File: config.mk
export PLATFORM = sky130hd
export DESIGN_NAME = lcd_mode_timing_sequencer
export DESIGN_NICKNAME = d
export VERILOG_FILES = /design/src/rtl/lmts_pkg.sv /design/src/rtl/lmts_step.sv /design/src/rtl/lcd_mode_timing_sequencer.sv
export SDC_FILE = /design/constraint.sdc
export NUM_CORES = 1
export LEC_CHECK = 0
export ABC_AREA = 1
export BUFFER_PORTS_ARGS = -buffer_cell sky130_fd_sc_hd__buf_4
export CAP_MARGIN = 15
export CORE_ASPECT_RATIO = 1.5
export CORE_UTILIZATION = 55
export CTS_CLUSTER_SIZE = 14
export DETAILED_ROUTE_END_ITERATION = 10
export GPL_TIMING_DRIVEN = 0
export HOLD_SLACK_MARGIN = 0.05
export PLACE_DENSITY = 0.84
export SKIP_LAST_GASP = 1
export SLEW_MARGIN = 40
export SYNTH_ARGS = -nofsm -noshare
export SYNTH_HDL_FRONTEND = slang
export SYNTH_SLANG_ARGS = --single-unit
File: constraint.sdc
create_clock -name clk -period 3.2 [get_ports clk]
set_input_delay 0.32 -clock clk [delete_from_list [all_inputs] [get_ports clk]]
set_output_delay 0.32 -clock clk [all_outputs]
set_load 0.005 [all_outputs]
File: src/rtl/lmts_pkg.sv
// lmts_pkg: types and constants for the lcd mode timing sequencer
// no dependencies; used by lmts_step and lcd_mode_timing_sequencer
`timescale 1ns / 1ps
`default_nettype none

package lmts_pkg;

  localparam int unsigned ACC_W  = 10;
  localparam int unsigned LINE_W = 8;

  localparam logic [ACC_W-1:0] OAM_CYCLES    = 10'd80;
  localparam logic [ACC_W-1:0] XFER_CYCLES   = 10'd172;
  localparam logic [ACC_W-1:0] HBLANK_CYCLES = 10'd204;
  localparam logic [ACC_W-1:0] LINE_CYCLES   = 10'd456;
  localparam logic [LINE_W-1:0] LAST_VIS_LINE = 8'd143;
  localparam logic [LINE_W-1:0] LAST_LINE     = 8'd153;

  localparam logic [1:0] MODE_HBLANK = 2'd0;
  localparam logic [1:0] MODE_VBLANK = 2'd1;
  localparam logic [1:0] MODE_OAM    = 2'd2;
  localparam logic [1:0] MODE_XFER   = 2'd3;

  localparam logic [1:0] REG_HBLANK_IRQ_EN = 2'd0;
  localparam logic [1:0] REG_VBLANK_IRQ_EN = 2'd1;
  localparam logic [1:0] REG_OAM_IRQ_EN    = 2'd2;

  typedef enum logic [3:0] {
    ST_HBLANK = 4'b0001,
    ST_VBLANK = 4'b0010,
    ST_OAM    = 4'b0100,
    ST_XFER   = 4'b1000
  } mode_state_t;

  typedef struct packed {
    mode_state_t       mode;
    logic [ACC_W-1:0]  accum;
    logic [LINE_W-1:0] line;
  } seq_state_t;

  typedef struct packed {
    logic hblank_en;
    logic vblank_en;
    logic oam_en;
  } irq_cfg_t;

  typedef struct packed {
    logic [1:0]        lcd_mode;
    logic [LINE_W-1:0] current_line;
    logic              vblank_irq;
    logic              stat_irq;
    logic              draw_line_strobe;
    logic              frame_done;
  } seq_result_t;

  function automatic logic [1:0] mode_code(input mode_state_t st);
    logic [1:0] code;
    unique case (st)
      ST_HBLANK: code = MODE_HBLANK;
      ST_VBLANK: code = MODE_VBLANK;
      ST_OAM:    code = MODE_OAM;
      ST_XFER:   code = MODE_XFER;
      default:   code = MODE_OAM;
    endcase
    return code;
  endfunction

endpackage

`default_nettype wire

File: src/rtl/lmts_step.sv
// lmts_step: one item of mode timing, accumulate and make at most one transition
// depends on lmts_pkg
`timescale 1ns / 1ps
`default_nettype none

module lmts_step
  import lmts_pkg::*;
(
  input  seq_state_t  cur,
  input  irq_cfg_t    cfg,
  input  logic [7:0]  elapsed,
  output seq_state_t  nxt,
  output seq_result_t res
);

  logic [ACC_W-1:0]  sum;
  logic [LINE_W-1:0] line_inc;
  logic              vblank_irq;
  logic              stat_irq;
  logic              draw;
  logic              frame;

  assign sum      = cur.accum + {{(ACC_W-8){1'b0}}, elapsed};
  assign line_inc = cur.line + 8'd1;

  always_comb begin
    nxt.mode   = cur.mode;
    nxt.accum  = sum;
    nxt.line   = cur.line;
    vblank_irq = 1'b0;
    stat_irq   = 1'b0;
    draw       = 1'b0;
    frame      = 1'b0;
    unique case (cur.mode)
      ST_HBLANK: begin
        if (sum >= HBLANK_CYCLES) begin
          nxt.accum = '0;
          if (cur.line >= LAST_VIS_LINE) begin
            nxt.mode   = ST_VBLANK;
            stat_irq   = cfg.vblank_en;
            vblank_irq = 1'b1;
            frame      = 1'b1;
          end else begin
            nxt.line = line_inc;
            nxt.mode = ST_OAM;
            stat_irq = cfg.oam_en;
          end
        end
      end
      ST_OAM: begin
        if (sum >= OAM_CYCLES) begin
          nxt.accum = '0;
          nxt.mode  = ST_XFER;
        end
      end
      ST_XFER: begin
        if (sum >= XFER_CYCLES) begin
          nxt.accum = '0;
          nxt.mode  = ST_HBLANK;
          draw      = 1'b1;
          stat_irq  = cfg.hblank_en;
        end
      end
      ST_VBLANK: begin
        if (sum >= LINE_CYCLES) begin
          nxt.accum = '0;
          if (line_inc > LAST_LINE) begin
            nxt.line = '0;
            nxt.mode = ST_OAM;
            stat_irq = cfg.oam_en;
          end else begin
            nxt.line = line_inc;
          end
        end
      end
      default: begin
        nxt.mode = ST_OAM;
      end
    endcase
  end

  assign res.lcd_mode         = mode_code(nxt.mode);
  assign res.current_line     = nxt.line;
  assign res.vblank_irq       = vblank_irq;
  assign res.stat_irq         = stat_irq;
  assign res.draw_line_strobe = draw;
  assign res.frame_done       = frame;

endmodule

`default_nettype wire

File: src/rtl/lcd_mode_timing_sequencer.sv
// lcd_mode_timing_sequencer: top level, input register, sequencer state, result register
// depends on lmts_pkg and lmts_step
//
//   channel | direction | handshake         | payload
//   in      | input     | in_valid/in_stall  | in_elapsed_cycles
//   out     | output    | out_valid/out_stall| out_lcd_mode, out_current_line, pulses
//   cfg     | input     | cfg_we             | cfg_idx, cfg_wdata
//
// one item per cycle unless the output is stalled; an accepted item goes through the input register,
// then one compare-and-increment pass into the result register
// reset: synchronous, active low; mode oam scan, line 0, accumulator 0, enables 0
// a stalled result holds in the output register while the input register takes one more item
`timescale 1ns / 1ps
`default_nettype none

module lcd_mode_timing_sequencer
  import lmts_pkg::*;
(
  input  logic       clk,
  input  logic       rst_n,
  input  logic       in_valid,
  output logic       in_stall,
  input  logic [7:0] in_elapsed_cycles,
  output logic       out_valid,
  input  logic       out_stall,
  output logic [1:0] out_lcd_mode,
  output logic [7:0] out_current_line,
  output logic       out_vblank_irq,
  output logic       out_stat_irq,
  output logic       out_draw_line_strobe,
  output logic       out_frame_done,
  input  logic       cfg_we,
  input  logic [1:0] cfg_idx,
  input  logic       cfg_wdata
);

  irq_cfg_t    cfg_r;
  seq_state_t  state_r;
  seq_state_t  state_nxt;
  seq_result_t res_nxt;
  seq_result_t res_r;
  logic        s1_valid_r;
  logic [7:0]  s1_elapsed_r;
  logic        out_valid_r;
  logic        advance;
  logic        s1_load;

  assign advance  = s1_valid_r && (!out_valid_r || !out_stall);
  assign in_stall = s1_valid_r && !advance;
  assign s1_load  = in_valid && !in_stall;

  lmts_step u_step (
    .cur     (state_r),
    .cfg     (cfg_r),
    .elapsed (s1_elapsed_r),
    .nxt     (state_nxt),
    .res     (res_nxt)
  );

  always_ff @(posedge clk) begin
    if (!rst_n) begin
      cfg_r <= '0;
    end else if (cfg_we) begin
      unique case (cfg_idx)
        REG_HBLANK_IRQ_EN: cfg_r.hblank_en <= cfg_wdata;
        REG_VBLANK_IRQ_EN: cfg_r.vblank_en <= cfg_wdata;
        REG_OAM_IRQ_EN:    cfg_r.oam_en    <= cfg_wdata;
        default: ;
      endcase
    end
  end

  always_ff @(posedge clk) begin
    if (!rst_n) begin
      state_r.mode  <= ST_OAM;
      state_r.accum <= '0;
      state_r.line  <= '0;
      s1_valid_r    <= 1'b0;
      out_valid_r   <= 1'b0;
    end else begin
      if (advance) begin
        state_r <= state_nxt;
      end
      if (s1_load) begin
        s1_valid_r <= 1'b1;
      end else if (advance) begin
        s1_valid_r <= 1'b0;
      end
      if (advance) begin
        out_valid_r <= 1'b1;
      end else if (!out_stall) begin
        out_valid_r <= 1'b0;
      end
    end
  end

  always_ff @(posedge clk) begin
    if (s1_load) begin
      s1_elapsed_r <= in_elapsed_cycles;
    end
    if (advance) begin
      res_r <= res_nxt;
    end
  end

  assign out_valid            = out_valid_r;
  assign out_lcd_mode         = res_r.lcd_mode;
  assign out_current_line     = res_r.current_line;
  assign out_vblank_irq       = res_r.vblank_irq;
  assign out_stat_irq         = res_r.stat_irq;
  assign out_draw_line_strobe = res_r.draw_line_strobe;
  assign out_frame_done       = res_r.frame_done;

endmodule

`default_nettype wire

# == Word-level counts from Yosys, hierarchy flattened ==
# Cells that the tools add are included.
# W data, S select, Z words.
# totals
register_bits,48
output_inout_bits,16
# op_classes
eq_ne,10
reduce_logical,14
order_cmp,6
mux,24
n_addsub,2
# ops
operator,count
$mux W22,2
$pmux W10 S4,1
$mux W14,2
$ge A10 B8 Y1 const B,2
$mux W8,2
$pmux W4 S4,1
$pmux W8 S2,1
$mux W1,11
$add A10 B8 Y10,1
$ge A10 B7 Y1 const B,1
$ge A10 B9 Y1 const B,1
$add A8 B1 Y8 const B,1
$eq A4 B1 Y1 const B,2
$eq A4 B2 Y1 const B,2
$eq A4 B4 Y1 const B,2
$ge A8 B8 Y1 const B,1
$gt A8 B8 Y1 const B,1
$reduce_and A2 Y1,4
$pmux W2 S3,1
$eq A4 B3 Y1 const B,1
$logic_not A1 Y1,4
$mux W4,1
$logic_and A1 B1 Y1,3
$mux W3,1
other kinds (7),7

# == Logic depth before layout (Yosys ltp) ==
# Gate-level depths: netlist of run 1.
# logic_depth
ltp_word,8
ltp_mapped,19
depth_no_buf,18

# == By module ==
# From an unflattened synthesis of run 1, not the netlist that was laid out.
# unflattened
cells_unflattened,481
hier_area_um2,3450.8
# by_module_without_submodules
module,cells_each,seq_area_each_um2,n_inst,area_each_um2
lcd_mode_timing_sequencer,175,1201.2,1,1783.0
lmts_step,306,0.0,1,1667.8

# == Worst setup path after synthesis of run 1 ==
# Ideal clock, no wire load.
# synth_path
path_type,register to register
startpoint,register state_r[8] in the netlist's numbering
endpoint,"register res_r (netlist bit out_lcd_mode[1]), data pin"
setup_time_ps,259
stages_incl_launch_ff,17
path_slack_ps,848
arrival_ps,2092
synth_period_minus_slack_ps,2352
path_cell_list,dfxtp_1 ha_1 inv_1 fa_1 inv_1 nand3_1 nand2_2 nand2_2 nand2_1 nand2_1 nand2_2 inv_2 nand3_2 nand2_4 nand4_2 nand3_1 or2_1
# synth_rtl
item,line,text
from (decl),lcd_mode_timing_sequencer.sv:38,seq_state_t state_r;
from (signal assigned),lcd_mode_timing_sequencer.sv:82,state_r <= state_nxt;
to (signal assigned),lcd_mode_timing_sequencer.sv:102,res_r <= res_nxt;
to (decl),lcd_mode_timing_sequencer.sv:41,seq_result_t res_r;

==> results of run 1 <==
[placed cells by master, fill, tap and decap left out, types with 3 or more instances in the layout]
| cell type | netlist | layout |
|---|---|---|
| a21oi_2 | 9 | 9 |
| a21oi_1 | 20 | 20 |
| nand2_1 | 98 | 98 |
| inv_2 | 6 | 6 |
| dfxtp_1 | 27 | 27 |
| xor2_1 | 4 | 4 |
| nand4_2 | 3 | 3 |
| clkbuf_8 | 5 | 10 |
| inv_1 | 63 | 63 |
| edfxtp_1 | 21 | 21 |
| o21ai_0 | 9 | 9 |
| nand3_2 | 18 | 18 |
| buf_4 | 1 | 32 |
| nor2_1 | 31 | 31 |
| nor3_1 | 5 | 5 |
| nand2_2 | 24 | 24 |
| ha_1 | 10 | 10 |
| nand3_1 | 42 | 42 |
| nand2_4 | 7 | 7 |
| nand4_1 | 15 | 15 |
| buf_2 | 4 | 4 |
[through the flow]
step / hold WS (ns) / cell area, µm² / instances / power (mW)
floorplan: 0.419 / 3500 / 451 / 1.11
CTS: 0.186 / 3930 / 564 / 1.66
detailed placement: 0.475 / 3820 / 556 / 1.23
finish: 0.183 / 3930 / 564 / 1.66
global placement: 0.472 / 3820 / 556 / 1.21
global route: 0.178 / 3930 / 564 / 1.74
[flip-flops by register name, summed over array words and instances, names as in the netlist]
| register | cells |
|---|---|
| cfg_r | 3 |
| out_current_line | 8 |
| out_draw_line_strobe | 1 |
| out_frame_done | 1 |
| out_lcd_mode | 2 |
| out_stat_irq | 1 |
| out_valid | 1 |
| s1_elapsed_r | 8 |
| s1_valid_r | 1 |
| state_r | 22 |
[power breakdown]
| group | switching, mW | internal, mW | total (mW) | leakage (nW) |
|---|---|---|---|---|
| Combinational | 0.323 | 0.193 | 0.517 | 1.37 |
| Clock | 0.207 | 0.232 | 0.439 | 0.0552 |
| Sequential | 0.0228 | 0.682 | 0.705 | 0.424 |
| Total | 0.553 | 1.11 | 1.66 | 1.85 |
[path summary, 6_finish.rpt]
| path | from | endpoint | slack, ns | cells after the start |
|---|---|---|---|---|
| setup / recovery | state_r[8]$_SDFFE_PN0P_ | out_lcd_mode[1]$_DFFE_PP_ | 0.43 | 16 |
| hold / removal | in_elapsed_cycles[3] | s1_elapsed_r[3]$_DFFE_PP_ | 0.18 | 1 |
| setup reg to reg | state_r[8]$_SDFFE_PN0P_ | out_lcd_mode[1]$_DFFE_PP_ | 0.43 | 16 |
| hold reg to reg | state_r[11]$_SDFFE_PN0P_ | state_r[11]$_SDFFE_PN0P_ | 0.49 | 2 |
[routing by layer]
layer / part of all wire (%) / global-route usage, % / routed length, µm
met1: 37 / 25.3 / 2970
met2: 56 / 47.8 / 4460
met3: 3.3 / 3.67 / 264
met4: 3.8 / 16.4 / 301
met5: 0 / 0 / 0
[final cells by class]
type / count / share of cell area (%)
well taps: 74 / 2.36
inverters: 70 / 7.04
flip-flops and latches: 48 / 29.8
clock buffers: 6 / 1.85
clock inverters: 2 / 0.892
plain buffers: 12 / 3.06
multi-input cells: 321 / 49.1
repair buffers: 31 / 5.92
[worst max-delay path, stage by stage, from the launching register on]
cell	delay (ns)
dfxtp_1	0.35
ha_1	0.25
inv_1	0.08
fa_1	0.41
inv_1	0.09
nand3_1	0.10
nand2_2	0.10
nand2_2	0.05
nand2_1	0.06
nand2_1	0.06
nand2_2	0.09
inv_2	0.08
nand3_2	0.16
nand2_4	0.13
nand4_2	0.13
nand3_1	0.13
or2_1	0.22
[cells by family after synthesis]
| family | share of synthesized area, % |
|---|---|
| buffers and inverters | 11.3 |
| xor gates and xnor gates | 1.25 |
| and+or+nand+nor | 40.9 |
| adders and majority gates | 4.15 |
| AOI/OAI and AO/OA | 8.88 |
| DFF | 33.5 |
==> impl_results.md, run 1 <==
* RSZ-0062 raised after global routing: no
* Syn Nets at 478
* Layout Utilization at 64.1%
* Slew margin rel. at 63.1%
* Req. time, crit path at 3.26 ns
* Max-cap violations at 0
* WL per Instance at 14.2 µm
* Layout Nets at 516
* Worst-path clk slew at 0.09 ns
* Clock sinks at 48
* DR iter-0 viols at 174
* Run status: completed
* Post-placement setup slack at 0.494 ns
* Port bufs at 31
* Largest net degree at the start of global routing at 23
* CTS resizes at 0
* Clk_skew at 0.0114 ns
* P per Cell Area at 423 nW/µm²
* Seq/Total Area, Yosys at 33.5%
* Remaining DRCs at 0
* Min Clock Period, post-route at 2.77 ns
* Latest clock arrival within the worst-skew pair at 0.31 ns
* Post-synth top area cell: edfxtp_1
* Synth warn at 0
* Fill count at 542
* Startpoint types: flop
* Post-synth EDFFs at 21
* DP HPWL at 6.06 mm
* Top cells by count, synth: nand2_1, inv_1, nand3_1
* Initial antenna violation count at 0
* Layout cells sized above 1 at 26.5%
* Period utilization at 86.4%
* Register bit total from synthesis at 48
* Worst EP arrival at 2.83 ns
* CP max FO at 10
* GRT Total Usage at 25.7%
* Post-Syn Area at 3500 µm²
* Grt ovf at 0
* DIE WIDTH at 67.1 µm
* Hold Violations, Final at 0
* Top Ports at 32
* DRT antenna net count at 0
* Most common cell in the synthesized netlist: nand2_1
* FMAX at 362 MHz
* Wirelength, routed at 8.00 mm
* H-Tree Level Count at 2
* DRT Pass-1 Iters at 4
* Synth top area share at 18.0%
* Pins over their slew limit at 0
* # setup viols final at 0
* Routed vias at 3,110
* Initial Util at 57.0%
* CTS max path bufs at 2
* Die H at 99.6 µm
* Vias per cell at 5.51
* Synth Flop Type: dfxtp_1
* GPL Wtd Cong at 0.904
* Multi-input combinational cell area at 1930 µm²
* Number of global-route vias before repair at 3,090
* Ant diodes at 0
* Leak at 1.85 nW
* Hold WC Path Type: in2reg
* Syn_area_per_cell at 7.75 µm²
* VDD IR max at 0.000321 V
* Worst Max-Slew Pin Slew at 0.549 ns
* CP endpoint kind: flop
* FF/Latch Area at 1170 µm²
* Die area at 6690 µm²
* Kind of critical path: reg2reg
* Total Neg Setup Slack at 0 ns
* Final setup margin at 0.434 ns
* Core area at 6130 µm²
* Post-CTS setup buffers at 0
* Site Rows at 35
* Cells after Synth at 451
* Root buffer cell: clkbuf_8
* First-pass GRT wire length at 13.2 mm
* Hold_buf cts at 0
* TritonCTS buffer count at 5
* CTS tree: built
* Synth top area cells: edfxtp_1, dfxtp_1, nand2_1
* Asr flop ratio synth at 0%
* P&R area growth vs syn at 12.4%
* Library cells used by synthesis at 44
Power figures use the tool's default switching activity.
==> inputs of run 2 (changes only) <==
Settings changed: GPL_ROUTABILITY_DRIVEN set to 0, SYNTH_HIERARCHICAL set to 1.
==> run 2 against run 1 <==
Synthesized cell count grew 6.7%. Die area shrank 1.3%. Clock power grew 2%. Cell area shrank 1.1%. Total power grew 2.2%.
==> impl_results.md, run 2 <==
* CP endpoint kind: flop
* Post-Syn Area at 3450 µm² (-1.3%)
* Initial antenna violation count at 0 (unchanged)
* Root buffer cell: clkbuf_8
* Startpoint types: flop
* Post-placement setup slack at 0.456 ns (-0.0380 ns)
* CTS tree: built
* DRT antenna net count at 0 (unchanged)
* Final Power at 1.70 mW (+2.2%)
* CTS max path bufs at 2 (unchanged)
* P&R area growth vs syn at 12.5%
* Post-synth EDFFs at 22 (+4.8%)
* # setup viols final at 0 (unchanged)
* Register bit total from synthesis at 49 (+2.1%)
* Library cells used by synthesis at 33 (-25%)
* TritonCTS buffer count at 5 (unchanged)
* RSZ-0062 raised after global routing: no
* Vias per cell at 5.41 (-2.0%)
* Most frequent cells in the layout: nand2_1, nor2_1, nand3_1
* Total Neg Setup Slack at 0 ns (unchanged)
* Final setup margin at 0.426 ns (-0.00888 ns)
* Worst Max-Slew Pin Slew at 0.584 ns (+0.0354 ns)
* Clk_skew at 0.00960 ns (-0.00177 ns)
* DP HPWL at 5.98 mm (-1.3%)
* R2R depth at 17 (+1)
* Port bufs at 30 (-3.2%)
* Post-CTS setup buffers at 0 (unchanged)
* Die H at 99.0 µm (-0.64%)
* Slew margin rel. at 60.7% (-2.4 points)
* Top Ports at 32 (unchanged)
* Flop2flop setup slack at 0.43 ns (about the same)
* Latest clock arrival within the worst-skew pair at 0.30 ns (about the same)
* Number of global-route vias before repair at 3,059 (-1.0%)
* Routed vias at 3,206 (+3.1%)
* Hold WC Path Type: in2reg
* FMAX at 360 MHz (-0.32%)
* Syn_area_per_cell at 7.17 µm² (-7.4%)
* GRT Total Usage at 25.7% (-0.077 points)
* VDD IR max at 0.000230 V (-28%)
* Final instance area at 3880 µm² (-1.1%)
* Seq/Total Area, Yosys at 34.8% (+1.3 points)
* Initial Util at 56.7% (-0.33 points)
* Number of flip-flops in the largest register at 22 (unchanged)
* Reg with most FFs: state_r
* Most common cell in the synthesized netlist: nand2_1
* Synth Flop Type: dfxtp_1
* CP max FO at 6 (-4)
* Asr flop ratio synth at 0% (unchanged)
* Die area at 6600 µm² (-1.3%)
* P per Cell Area at 437 nW/µm² (+3.4%)
* Run status: completed
* WL per Instance at 13.4 µm (-5.7%)
* Cells after Synth at 481 (+6.7%)
* Layout cells sized above 1 at 21.0% (-5.5 points)
* Leak at 1.93 nW (+4.0%)
* Reg2reg start: s1_elapsed_r[0]$_DFFE_PP_
* Core area at 6090 µm² (-0.71%)
* Fill count at 526 (-3.0%)
* DR iter-0 viols at 145 (-17%)
* First-pass GRT wire length at 13.3 mm (+0.36%)
* CTS resizes at 0 (unchanged)
* Worst EP arrival at 2.98 ns (+0.15 ns)
* Hold Violations, Final at 0 (unchanged)
* Kind of critical path: reg2reg
* Worst-path clk slew at 0.10 ns (about the same)
* Remaining DRCs at 0 (unchanged)
* Synth top area share at 19.1% (+1.1 points)
* Req. time, crit path at 3.41 ns (+0.15 ns)
* Top cells by count, synth: nand2_1, nor2_1, nand3_1
* Hold_buf cts at 0 (unchanged)
* Syn Nets at 508 (+6.3%)
* H-Tree Level Count at 2 (unchanged)
* DRT Pass-1 Iters at 5 (+1)
* Post-place instance area at 3770 µm² (-1.4%)
* Layout Nets at 545 (+5.6%)
* Ant diodes at 0 (unchanged)
* Layout Utilization at 63.8% (-0.28 points)
* Site Rows at 35 (unchanged)
* DIE WIDTH at 66.7 µm (-0.63%)
* Post-synth top area cell: edfxtp_1
* Synth top area cells: edfxtp_1, dfxtp_1, nand2_1
* FF-to-FF End: state_r[1]$_SDFFE_PN0P_
* Largest net degree at the start of global routing at 24 (+4.3%)
* Hold Path Sink: s1_elapsed_r[3]$_DFFE_PP_
* Period utilization at 86.7% (+0.28 points)
* Wirelength, routed at 7.94 mm (-0.80%)
* Clock sinks at 49 (+2.1%)
* Pins over their slew limit at 0 (unchanged)
* Grt ovf at 0 (unchanged)
* Commonest non-fill, non-tap cell in the layout: nand2_1
* Max-cap violations at 0 (unchanged)
* Min Clock Period, post-route at 2.77 ns (+0.00888 ns)
* Synth warn at 6 (+6)
* Hold Path Origin: in_elapsed_cycles[3]
* WHS Path Cells at 1 (unchanged)
==> run 2: layout make-up <==
type | instances | area [µm²] | area share, %
Timing Repair Buffer | 30 | 225 | 5.80
Tap cell | 74 | 92.6 | 2.38
Buffer | 27 | 185 | 4.77
Sequential cell | 49 | 1200 | 30.9
Clock inverter | 3 | 46.3 | 1.19
Clock buffer | 5 | 68.8 | 1.77
Multi-Input combinational cell | 350 | 1860 | 47.8
Inverter | 55 | 206 | 5.32
==> run 2: worst max-delay path by stage <==
stage	to	slack, ns	depth (start not counted)	from
after floorplan	out_current_line[7]$_DFFE_PP_	0.82	14	s1_elapsed_r[0]$_DFFE_PP_
after global placement	out_current_line[1]$_DFFE_PP_	0.52	16	s1_elapsed_r[0]$_DFFE_PP_
after detailed placement	out_current_line[1]$_DFFE_PP_	0.46	15	s1_elapsed_r[0]$_DFFE_PP_
after CTS	state_r[1]$_SDFFE_PN0P_	0.43	17	s1_elapsed_r[0]$_DFFE_PP_
after global routing	state_r[1]$_SDFFE_PN0P_	0.24	17	s1_elapsed_r[0]$_DFFE_PP_
final	state_r[1]$_SDFFE_PN0P_	0.43	17	s1_elapsed_r[0]$_DFFE_PP_
==> run 2: critical path: stages, from the launching register on <==
cell and delay (ns):
edfxtp_1 0.39, ha_1 0.24, fa_1 0.41, nand3_1 0.11, nand2_1 0.11, nand2_1 0.10, nand3b_1 0.10, nand2_2 0.12
inv_2 0.07, nor2_8 0.17, nand2_4 0.09, nand2_2 0.15, nand2_1 0.07, nand3_1 0.07, nand3_1 0.16, nand3b_1 0.21
nand2_1 0.07, nor2_1 0.04
==> run 2: metal layers <==
layer  routed length [µm]  global-route usage, %  share of wire [%]
met1                 3030                   27.9                 38
met2                 4250                   47.9                 54
met3                  361                   2.55                4.5
met4                  295                   11.5                3.7
met5                    0                      0                  0
==> run 2: report_power, final <==
part           switching, mW  leakage (nW)  internal, mW
Combinational          0.316          1.44         0.206
Clock                  0.213        0.0543         0.234
Sequential            0.0312         0.430         0.697
==> run 2: cells by family (layout without fill, tap and decap cells) <==
logic type | after synthesis | in the layout | synth area share, %
and+or+nand+nor | 320 | 320 | 45.9
xor gates and xnor gates | 5 | 5 | 1.27
AOI/OAI and AO/OA | 14 | 14 | 2.43
buffers and inverters | 82 | 120 | 11.3
DFF | 49 | 49 | 34.8
adders and majority gates | 11 | 11 | 4.21
==> run 2: through the flow <==
step                hold WS [ns]  cells
floorplan                  0.419    481
global placement           0.475    585
detailed placement         0.481    585
CTS                        0.181    593
global route               0.175    593
finish                     0.185    593
==> inputs of run 3 (changes only) <==
Settings changed: CORE_UTILIZATION 55 to 42, CTS_CLUSTER_DIAMETER set to 100, GPL_ROUTABILITY_DRIVEN 0 to unset, PLACE_DENSITY 0.84 to 0.69.
==> run 3 against run 2 <==
Non-clock buffer count is the same. Cell area grew 1.8%. Clock power grew 20%. Utilization shrank 14 points. Die area grew 30%. Register-to-register slack gained 0.03 ns. Highest routed layer unchanged.
==> impl_results.md, run 3 (synthesized netlist as in run 2, its figures left out) <==
* Layout Nets at 545 (unchanged)
* # setup viols final at 0 (unchanged)
* Initial antenna violation count at 0 (unchanged)
* Most frequent cells in the layout: nand2_1, nor2_1, nand3_1
* Hold_buf cts at 0 (unchanged)
* Clock sinks at 49 (unchanged)
* P&R area growth vs syn at 14.6%
* CP endpoint kind: flop
* DR iter-0 viols at 165 (+14%)
* Fill count at 800 (+52%)
* Startpoint types: flop
* Worst EP arrival at 2.80 ns (-0.18 ns)
* Commonest non-fill, non-tap cell in the layout: nand2_1
* FMAX at 364 MHz (+1.0%)
* Final setup margin at 0.454 ns (+0.0285 ns)
* P per Cell Area at 450 nW/µm² (+3.0%)
* Crit-path max cell delay at 0.44 ns (+0.03 ns)
* Total Neg Setup Slack at 0 ns (unchanged)
* Core area at 8010 µm² (+32%)
* First-pass GRT wire length at 13.0 mm (-2.1%)
* Routed vias at 3,138 (-2.1%)
* Crit-path cells: ha_1 -> fa_1 -> nand3_1 -> nand2_1 -> nand2_1 -> nand2_1 -> nand2_1 -> nand2_2 -> nor2_4 -> nand3_2 -> nand2_1 -> buf_4 -> nand2_1 -> nand3_1 -> nand3_1 -> buf_4
* Worst-path clk slew at 0.07 ns (-0.03 ns)
* Reg with most FFs: state_r
* Die area at 8590 µm² (+30%)
* Wirelength, routed at 7.74 mm (-2.5%)
* Max-cap violations at 0 (unchanged)
* VDD IR max at 0.000322 V (+40%)
* Leak at 1.95 nW (+1.0%)
* GPL Wtd Cong at 0.867
* Post-Layout Cell Count at 624 (+5.2%)
* TritonCTS buffer count at 5 (unchanged)
* Final instance area at 3960 µm² (+1.8%)
* Period utilization at 85.8% (-0.89 points)
* Layout cells sized above 1 at 20.8% (-0.19 points)
* Top Ports at 32 (unchanged)
* Die H at 113 µm (+14%)
* H-Tree Level Count at 2 (unchanged)
* Post-place instance area at 3810 µm² (+1.0%)
* Worst Max-Slew Pin Slew at 0.576 ns (-0.00802 ns)
* Remaining DRCs at 0 (unchanged)
* Number of global-route vias before repair at 2,933 (-4.1%)
* Run status: completed
* WL per Instance at 12.4 µm (-7.3%)
* CP max FO at 10 (+4)
* CTS max path bufs at 2 (unchanged)
* Post-CTS setup buffers at 0 (unchanged)
* Grt ovf at 0 (unchanged)
* DP HPWL at 5.94 mm (-0.64%)
* DRT antenna net count at 0 (unchanged)
* CTS resizes at 0 (unchanged)
* Hold Violations, Final at 0 (unchanged)
* Site Rows at 40 (+14%)
* Req. time, crit path at 3.26 ns (-0.15 ns)
* Largest net degree at the start of global routing at 24 (unchanged)
* Initial Util at 43.1% (-14 points)
* DRT Pass-1 Iters at 5 (unchanged)
* Clk_skew at 0.00971 ns (+0.000114 ns)
* Root buffer cell: clkbuf_16
* Ant diodes at 0 (unchanged)
* Cells after DPL at 616 (+5.3%)
* Hold WC Path Type: in2reg
* RSZ-0062 raised after global routing: no
* Crit-path slowest cell: fa_1
* Number of flip-flops in the largest register at 22 (unchanged)
* DIE WIDTH at 76.0 µm (+14%)
* Worst path most repeated cell: nand2_1
* Port bufs at 30 (unchanged)
* CTS tree: built
* Vias per cell at 5.03 (-7.0%)
* GRT Total Usage at 18.7% (-7.0 points)
* Latest clock arrival within the worst-skew pair at 0.29 ns (about the same)
* Post-placement setup slack at 0.498 ns (+0.0414 ns)
* Slew margin rel. at 61.3% (+0.61 points)
* Final Power at 1.78 mW (+4.9%)
* Kind of critical path: reg2reg
* Min Clock Period, post-route at 2.75 ns (-0.0285 ns)
* Pins over their slew limit at 0 (unchanged)
## run 3: cell count changes in the layout (fill, tap and decap cells not counted), sizes merged
| cell | previous run | this run |
|---|---|---|
| bufinv | 1 | 0 |
| clkbuf | 5 | 6 |
| clkinvlp | 1 | 0 |
| clkinv | 1 | 2 |
## run 3: stage by stage
stage | utilization (%) | hold slack, ns
3_3_place_gp | 47.5 | 0.475
3_5_place_dp | 47.5 | 0.486
4_1_cts | 49.4 | 0.194
5_1_grt | 49.4 | 0.187
6_report | 49.4 | 0.199
2_1_floorplan | - | 0.419
## run 3: path summary, 6_finish.rpt
kind	startpoint	to	slack, ns	cells past startpoint
setup / recovery	s1_elapsed_r[0]$_DFFE_PP_	out_current_line[7]$_DFFE_PP_	0.45	16
hold / removal	in_elapsed_cycles[2]	s1_elapsed_r[2]$_DFFE_PP_	0.20	1
hold reg to reg	cfg_r[2]$_SDFFE_PN0P_	cfg_r[2]$_SDFFE_PN0P_	0.49	2
setup reg to reg	s1_elapsed_r[0]$_DFFE_PP_	out_current_line[7]$_DFFE_PP_	0.45	16
## run 3: cell type report
class / instances / area, µm² / share of cell area, %
multi-input cells: 350 / 1860 / 47.0
flip-flops and latches: 49 / 1200 / 30.4
repair buffers: 30 / 225 / 5.69
inverters: 55 / 206 / 5.22
plain buffers: 27 / 185 / 4.68
clock buffers: 6 / 139 / 3.51
well taps: 105 / 131 / 3.32
clock inverters: 2 / 8.76 / 0.221
## run 3: report_power, final
part | leakage [nW] | switching, mW | internal (mW) | total, mW
registers | 0.430 | 0.0313 | 0.698 | 0.729
clock network | 0.0743 | 0.228 | 0.307 | 0.535
logic | 1.44 | 0.311 | 0.206 | 0.517
## run 3: worst max-delay path, delay by kind of cell, from the launching register on
kind                     cells  cell delay [ns]
adder cells (fa/ha/maj)      2             0.69
buffers and inverters        2             0.34
flip-flops                   1             0.37
AND/OR/NAND/NOR             12             1.11
## run 3: per-layer routing
metal / up-vias / global-route usage [%] / part of all wire, %
li1: 1607 / - / -
met1: 1450 / 19.8 / 40
met2: 72 / 36.5 / 55
met3: 9 / 2.66 / 4.0
met4: 0 / 7.56 / 1.4
met5: - / 0 / 0
